[src/rtl/pls_pkg.sv]
// Package: shared constants, codes and types for the piecewise linear scaler
`default_nettype none
package pls_pkg;
    localparam int MAX_POINTS = 8;
    localparam int FRAC_BITS  = 16;
    localparam int IDX_W      = $clog2(MAX_POINTS);
    localparam int DATA_W     = 32;
    localparam int CNT_W      = 4;
    localparam int CFG_IDX_W  = 3;

    localparam logic [CFG_IDX_W-1:0] CFG_SCALING_ON  = 3'd0;
    localparam logic [CFG_IDX_W-1:0] CFG_USE_CURVE   = 3'd1;
    localparam logic [CFG_IDX_W-1:0] CFG_GAIN        = 3'd2;
    localparam logic [CFG_IDX_W-1:0] CFG_OFFSET      = 3'd3;
    localparam logic [CFG_IDX_W-1:0] CFG_POINT_COUNT = 3'd4;

    localparam logic [2:0] REG_BYPASS = 3'd0;
    localparam logic [2:0] REG_LINEAR = 3'd1;
    localparam logic [2:0] REG_INTERP = 3'd2;
    localparam logic [2:0] REG_CLAMP  = 3'd3;
    localparam logic [2:0] REG_LINSAT = 3'd4;

    typedef enum logic [1:0] {
        K_BYPASS,
        K_LINEAR,
        K_CLAMP,
        K_INTERP
    } t_kind;

    // classified work handed from front to back
    typedef struct packed {
        t_kind              kind;
        logic signed [31:0] x;
        logic signed [31:0] lo_in;
        logic signed [31:0] lo_out;
        logic signed [31:0] hi_in;
        logic signed [31:0] hi_out;
    } t_job;
endpackage
`default_nettype wire

[src/rtl/pls_queue.sv]
// Two-entry queue between the front and back ends
`default_nettype none
module pls_queue import pls_pkg::*; (
    input  wire logic i_clk,
    input  wire logic i_rst_n,
    input  wire logic i_push,
    input  t_job      i_job,
    output logic      o_full,
    output logic      o_empty,
    input  wire logic i_pop,
    output t_job      o_job
);
    t_job r_mem [2];
    logic r_wp, r_rp;
    logic [1:0] r_cnt;

    assign o_full  = r_cnt == 2'd2;
    assign o_empty = r_cnt == 2'd0;
    assign o_job   = r_mem[r_rp];

    always_ff @(posedge i_clk) begin
        if (!i_rst_n) begin
            r_wp <= 1'b0; r_rp <= 1'b0; r_cnt <= 2'd0;
        end else begin
            if (i_push) r_wp <= ~r_wp;
            if (i_pop)  r_rp <= ~r_rp;
            r_cnt <= r_cnt + 2'(i_push) - 2'(i_pop);
        end
        if (i_push) r_mem[r_wp] <= i_job;
    end
endmodule
`default_nettype wire

[config.mk]
export PLATFORM = sky130hd
export DESIGN_NAME = pls_queue
export DESIGN_NICKNAME = d
export VERILOG_FILES = /design/src/rtl/pls_pkg.sv /design/src/rtl/pls_queue.sv
export SDC_FILE = /design/constraint.sdc
export NUM_CORES = 1
export LEC_CHECK = 0
export ABC_AREA = 1
export BUFFER_PORTS_ARGS = -buffer_cell sky130_fd_sc_hd__buf_2
export CAP_MARGIN = 10
export CORE_ASPECT_RATIO = 0.75
export CORE_MARGIN = 2
export CORE_UTILIZATION = 40
export CTS_CLUSTER_DIAMETER = 40
export CTS_CLUSTER_SIZE = 25
export DETAILED_ROUTE_END_ITERATION = 8
export MAX_ROUTING_LAYER = met4
export PLACE_DENSITY = 0.63
export SYNTH_ARGS = -nofsm -noshare
export SYNTH_HDL_FRONTEND = slang
export SYNTH_SLANG_ARGS = --single-unit
[constraint.sdc]
create_clock -name i_clk -period 11.4 [get_ports i_clk]
set_clock_uncertainty 0.2 [all_clocks]
set_input_delay 2.28 -clock i_clk [delete_from_list [all_inputs] [get_ports i_clk]]
set_output_delay 2.28 -clock i_clk [all_outputs]
set_load 0.005 [all_outputs]
Word level (Yosys, flattened, before mapping). Memories as Yosys holds them, arrays and structs flattened. A register that Yosys moved wholly into a read port is not among the register bits. Index checks and enable logic that the tools add are counted.

Equality and inequality tests: 1. Muxes and demuxes: 4. Shifts and indexed selects: 0. Div/mod/pow operators: 0. $lt $le $gt $ge: 0. Reductions and logical operators: 1. Bitwise gates (word level): 2. Multiply operators: 0. Add/subtract/negate cells: 2.

Operators with widths (number): 1-bit two-way mux (4); 2-bit by 1-bit adder with 2-bit output (1); 2-bit equality test, second input constant (1); 2-bit logical NOT (1); 1-bit inverter (2); 2-bit by 1-bit subtractor with 2-bit output (1).

Bits of input ports: 166. RAM bits: 324. Output and inout bits: 164. Memory bits (read-only): 0. Latch bits: 0. Memories: 1. Logic and storage cells: 14. Bits in registers: 4.

Memory list: r_mem (words 2, bits a word 162, read ports 1, clocked after Yosys merged registers in 1, wr ports 1, line pls_queue.sv:13) `t_job r_mem [2];`.

Longest topological paths before layout. Gate-level depths: netlist of the first run.

Depth in word-level cells: 3. Depth in mapped cells: 9.

Worst setup path before layout of the first run. Ideal clock, no wire load.

Kind: input port to flip-flop. Start: in i_push. End: mem r_mem[0][0] (netlist bit) (enable). Path slack: 1.417 ns. Cell stages on the path: 2. Library setup time: 0.690 ns. Data arrival time: 9.092 ns. Cell sequence: inv_1 -> nor2_1.

Cells in the longest elaborated chain, start to end: 2.

RTL lines: from (decl) (line pls_queue.sv:6) `input wire logic i_push,`; 1-bit two-way mux (line pls_queue.sv:29) `if (i_push) r_mem[r_wp] <= i_job;`; 1-bit two-way mux (implied by the code) (line pls_queue.sv:29); to (decl) (line pls_queue.sv:13).

Every way passes these cells.

==> out/results.ini, run 1 <==
[status]
run_status = complete, no violations

[synthesis]
synthTopCellsByArea = edfxtp_1, mux2_4, mux2_2, buf_6, dfxtp_1
yosysUniqueCellTypes = 12
syn_inst = 537
synth.avg_cell_area_sq_um = 22.8
syn_area_sq_um = 12200
synth_ff_type = edfxtp_1
synthArstFlopShare_pct = 0
synth_edf_count = 324
synth_fp_nets = 705
seq_area_frac_synth_pct = 80.4
synth_common_cells = edfxtp_1, mux2_2, mux2_4
yosys_warnings = 0
ys_ff_latch = 329
synth_top_area_share_pct = 79.5
synth_area_leader_cell = edfxtp_1
yosysMostFrequentCell = edfxtp_1

[grt]
grt_max_degree = 163
antenna_found_initial = 9
grt_pass1_vias = 6430
gr-usage-all-layers_pct = 15.2
overflow = 0
grt_pass1_wl_mm = 35.6

[cts]
clk_latency_ns = 0.53
cts_resized = 0
clock-sinks = 329
cts_tree = done
cts_buffers = 39
cts_root_buf = clkbuf_16
cts.clk_slew.worst_paths_ns = 0.05
ctsHoldBuffers = 0
cts_buffer_depth = 3
post_cts_buffers = 0
htreeDepth = 2

[power_and_ir_drop]
clkPwrFrac_pct = 43.1
p_total_w = 0.00291
peakVddDrop_mv = 0.121
p_comb_share_pct = 8.1
p_seq_share_pct = 48.8
switching_share_pct = 22.4
p_sw_w = 0.000652
power.density_nw_per_um2 = 186
p_leak_nw = 6.06
p_int_w = 0.00226

[setup_path]
crit_type = register to output pin
cp_max_fo = 60
worstPathRequired_ns = 8.92
critPathCaptureType = output pin
crit_path_start_kind = register
cp.arrival_ns = 2.91

[placed_design]
dpl.hpwl_mm = 15.6
post-place-cells = 1251
port_buffers = 329
pre_cts_ws_ns = 6.51
gp_congestion = 0.744

[finish]
final_nets = 1061
layout-drive-gt1-share_pct = 61.5
fillers = 2484
final_cells = 1332
area_growth_syn_to_layout_pct = 28.0

[timing]
slew_violations = 0
final-hold-violation-count = 0
max_freq_mhz = 185
rsz0062_at_grt = no
fin_crit_ns = 5.39
tightest_slew_ns = 1.03
period_share_pct = 47.3
finalSetupViolCount = 0
fin_tns_setup_ns = 0
slew_headroom_pct = 31.2
layout_setup_ws_ns = 6.01

[job]
drv_cap = 0

[detailed_routing]
drt-initial-drc-count = 362
drc = 0
route.vias.total = 6215
drt-pass1-iter-count = 4
vias_per_cell = 4.67
routedWlPerCell_um = 18.3
postRouteAntennaNets = 0
drt-total-wl_mm = 24.4

[die]
std_cell_rows = 55
io_pins = 330
start_util_pct = 40.6
core_area_sq_um = 30100
dieArea_sq_um = 32000
die_h_um = 155
dieWidth_um = 206

[worst_hold_path]
holdCritPathClass = register to register

==> flip-flops by register name (all words and copies together) (netlist names), named ones only <==
register and count:
r_mem 324, r_cnt 2, r_rp 1, r_wp 1
==> power groups by stage <==
stage	logic [W]	registers, W	clock network (W)
finish	0.000236	0.00142	0.00126
global route	0.000257	0.00143	0.00134
CTS	0.000241	0.00142	0.00129
detailed placement	0.000239	0.00145	0
global placement	0.000237	0.00145	0
floorplan	0.000133	0.00145	0
==> cell families after synthesis <==
group	after synthesis	synth area share (%)
mux	162	17.4
simple gates	18	0.563
fa+ha+maj	2	0.205
compound gates	1	0.0409
buf+inv	25	1.46
flops	329	80.4
==> layer usage <==
metal	part of all wire [%]	global-route usage [%]	wire length, um	up-vias
met4	2.4	5.44	578	0
met1	42	18.7	10300	3069
li1	-	-	-	2863
met3	10	5.97	2470	42
met5	0	-	0	-
met2	45	23.0	11000	241
==> cell type report <==
type                    instances  area [sq um]  area share [%]
well taps                     399           499            3.19
inverters                       7          31.3           0.200
diodes                          9          22.5           0.144
clock inverters                31           344            2.20
multi-input cells             183          2230            14.3
repair buffers                333          1690            10.8
clock buffers                  41          1000            6.41
flip-flops and latches        329          9830            62.8
==> cells in the final DEF, fill, tap and decap left out, types with 4 or more instances in the layout <==
cell       instances
inv_1              6
diode_2            9
mux2_2            82
clkbuf_16         39
edfxtp_1         324
mux2_4            80
inv_6             10
nor2_1             8
dfxtp_1            4
buf_2            329
clkinv_4           6
nand2_1            8
==> critical path: stages, from the launching register on <==
cell and delay, ns:
dfxtp_4 0.86, buf_4 0.86, mux2_2 0.42, buf_2 0.12
==> through the flow <==
stage / hold slack (ns) / cell area, sq um / util (%)
finish: 0.315 / 15700 / 51.9
floorplan: 0.263 / 12200 / -
detailed placement: 0.300 / 14300 / 47.4
global route: 0.361 / 15700 / 51.9
CTS: 0.314 / 15600 / 51.9
global placement: 0.277 / 14300 / 47.4
==> path summary, 6_finish.rpt <==
kind	slack, ns	start	to	depth (start not counted)
worst max-delay path	6.01	register	o_job[161]	3
worst min-delay path	0.32	r_rp	register	2
worst max register to register	8.57	r_wp	r_mem[1][129]	3
worst min register to register	0.32	r_rp	register	2
No activity file was read; power rests on OpenSTA's default activity.
==> inputs of run 2 (changes only) <==
--- a/config.mk
+++ b/config.mk
@@ -5,7 +5,7 @@
 export SDC_FILE = /design/constraint.sdc
 export NUM_CORES = 1
 export LEC_CHECK = 0
-export ABC_AREA = 1
+export ABC_AREA = 0
 export BUFFER_PORTS_ARGS = -buffer_cell sky130_fd_sc_hd__buf_2
 export CAP_MARGIN = 10
 export CORE_ASPECT_RATIO = 0.75
@@ -15,7 +15,7 @@
 export CTS_CLUSTER_SIZE = 25
 export DETAILED_ROUTE_END_ITERATION = 8
 export MAX_ROUTING_LAYER = met4
-export PLACE_DENSITY = 0.63
+export PLACE_DENSITY = 0.65
 export SYNTH_ARGS = -nofsm -noshare
 export SYNTH_HDL_FRONTEND = slang
 export SYNTH_SLANG_ARGS = --single-unit
==> constraint.sdc (replaced) <==
create_clock -name i_clk -period 4.6 [get_ports i_clk]
set_clock_uncertainty 0.2 [all_clocks]
set_input_delay 0.92 -clock i_clk [delete_from_list [all_inputs] [get_ports i_clk]]
set_output_delay 0.92 -clock i_clk [all_outputs]
set_load 0.005 [all_outputs]
==> run 2 against run 1 <==
Net effect:
- wire length fell by 3.2%
- clock-buffer cell count fell by 1
- synthesized cell count fell by 2.2%
- final cell count fell by 1.7%
- synthesized area did not move
- clock power rose by 120%
- sequential power rose by 150%
- register-to-register slack got worse by 6.0 ns
- sequential share of layout area rose by 0.38 points
- highest routed layer unchanged
==> out/results.ini, run 2 <==
[finish]
layout_common_cells = buf_2, edfxtp_1, mux2_2
fin_util_pct = 51.6
fillers = 2466
largest_register_ffs = 324
largest-register = r_mem
reg_top3 = r_mem (324), r_cnt (2)
area_growth_syn_to_layout_pct = 27.2
final_common_cell = buf_2
final_nets = 1050
final_cells = 1309
multi_input_area_sq_um = 2250
seq_area_sq_um = 9830
layout-drive-gt1-share_pct = 61.3

[detailed_routing]
drt-total-wl_mm = 23.6
routedWlPerCell_um = 18.0
postRouteAntennaNets = 0
vias_per_cell = 4.62
route.vias.total = 6048
drt-initial-drc-count = 275
drc = 0
drt-pass1-iter-count = 4

[die]
dieArea_sq_um = 32000
start_util_pct = 40.6
core_area_sq_um = 30100
io_pins = 330
die_h_um = 155
dieWidth_um = 206
std_cell_rows = 55

[placed_design]
gp_congestion = 0.793
post-place-cells = 1242
dpl.hpwl_mm = 15.6
port_buffers = 329

[timing]
slew_violations = 0
fin_crit_ns = 3.18
tightest_slew_ns = 1.04
rsz0062_at_grt = no
max_freq_mhz = 314
period_share_pct = 69.2
finalSetupViolCount = 0
final-hold-violation-count = 0
slew_headroom_pct = 30.9
fin_tns_setup_ns = 0

[synthesis]
synth_common_cells = edfxtp_1, mux2_2, mux2_4
syn_area_sq_um = 12200
seq_area_frac_synth_pct = 80.4
synth_top_area_share_pct = 79.5
synth.avg_cell_area_sq_um = 23.3
ys_ff_latch = 329
synth_ff_type = edfxtp_1
synth_edf_count = 324
synthTopCellsByArea = edfxtp_1, mux2_4, mux2_2, buf_6, dfxtp_1
yosysMostFrequentCell = edfxtp_1
yosysUniqueCellTypes = 14
synth_fp_nets = 693
yosys_warnings = 0
synthArstFlopShare_pct = 0
syn_inst = 525
synth_area_leader_cell = edfxtp_1

[cts]
cts.clk_slew.worst_paths_ns = 0.06
cts_root_buf = clkbuf_16
cts_buffers = 37
clock-sinks = 329
clk_latency_ns = 0.50
cts_buffer_depth = 3
ctsHoldBuffers = 0
post_cts_buffers = 0
cts_tree = done
cts_resized = 0
htreeDepth = 2

[setup_path]
r2r_slack_ns = 2.62
cp.arrival_ns = 2.06
crit_path_start_kind = register
cp_max_fo = 63
endpoint = o_job[114]
crit_type = register to output pin
ff2ff_path_depth = 2
worstPathRequired_ns = 3.48
reg2reg_from = r_wp
regToRegEndpoint = r_mem[1][4]
critPathCaptureType = output pin

[power_and_ir_drop]
peakVddDrop_mv = 0.327
power.density_nw_per_um2 = 451
p_leak_nw = 5.98
p_total_w = 0.00702

[grt]
overflow = 0
grt_max_degree = 91
grt_pass1_wl_mm = 34.5
grt_pass1_vias = 6220
antenna_found_initial = 3
gr-usage-all-layers_pct = 14.8

[job]
drv_cap = 0

[worst_hold_path]
holdCritPathClass = register to register

[status]
run_status = complete, no violations

## run 2: changes by cell type after synthesis, moves of 4 or more
cell / previous run / this run
and2_1: 0 / 4
inv_1: 7 / 2
nor2b_1: 0 / 4
nor2_1: 9 / 1
nand2_1: 8 / 0
## run 2: worst min path at each step
stage	startpoint	cells after the start	slack (ns)	to
floorplan	r_rp	2	0.35	register
global placement	r_rp	2	0.37	r_rp
detailed placement	r_rp	2	0.38	r_rp
CTS	i_job[141]	1	0.36	r_mem[1][141]
global route	i_job[141]	1	0.36	r_mem[1][141]
finish	r_rp	2	0.39	r_rp
## run 2: final cells by class
| class | instances | share of cell area (%) |
|---|---|---|
| antenna | 3 | 0.0483 |
| clock buffer | 40 | 6.02 |
| clock inverter | 24 | 1.67 |
| inverter | 2 | 0.0483 |
| multi-input combinational | 176 | 14.5 |
| sequential | 329 | 63.2 |
| tap | 399 | 3.21 |
| timing repair buffer | 336 | 11.3 |
## run 2: routing by layer
layer	track usage, %	part of all wire [%]
met5	-	0
met4	4.90	1.9
met3	5.30	9.8
met2	22.1	46
met1	18.7	42
## run 2: worst max-delay path, cell delays in order, from the launching register on
cell	delay, ns
dfxtp_4	0.56
buf_12	0.43
mux2_4	0.35
buf_2	0.13
## run 2: stage by stage
step	area, sq um	hold slack (ns)	setup slack, ns
5_1_grt	15600	0.356	1.31
6_report	15600	0.390	1.42
2_1_floorplan	12200	0.355	0.607
3_3_place_gp	14400	0.372	1.94
4_1_cts	15600	0.356	1.37
3_5_place_dp	14400	0.382	1.93
## run 2: cell families (layout without fill, tap and decap cells)
group           after synthesis  in the layout  synth area share (%)
flops                       329            329                  80.4
mux                         162            162                  17.4
buf+inv                      20            402                  1.31
simple gates                  9              9                 0.440
fa+ha+maj                     2              2                 0.205
xor+xnor                      2              2                 0.256
compound gates                1              1                0.0614
other cells                   0              3                     0
## run 2: power by group
part | leakage (nW) | total [W] | switching [W] | internal [W]
clock network | 0.574 | 0.00283 | 0.00116 | 0.00167
registers | 3.08 | 0.00351 | 0.0000442 | 0.00347
logic | 2.33 | 0.000668 | 0.000305 | 0.000364
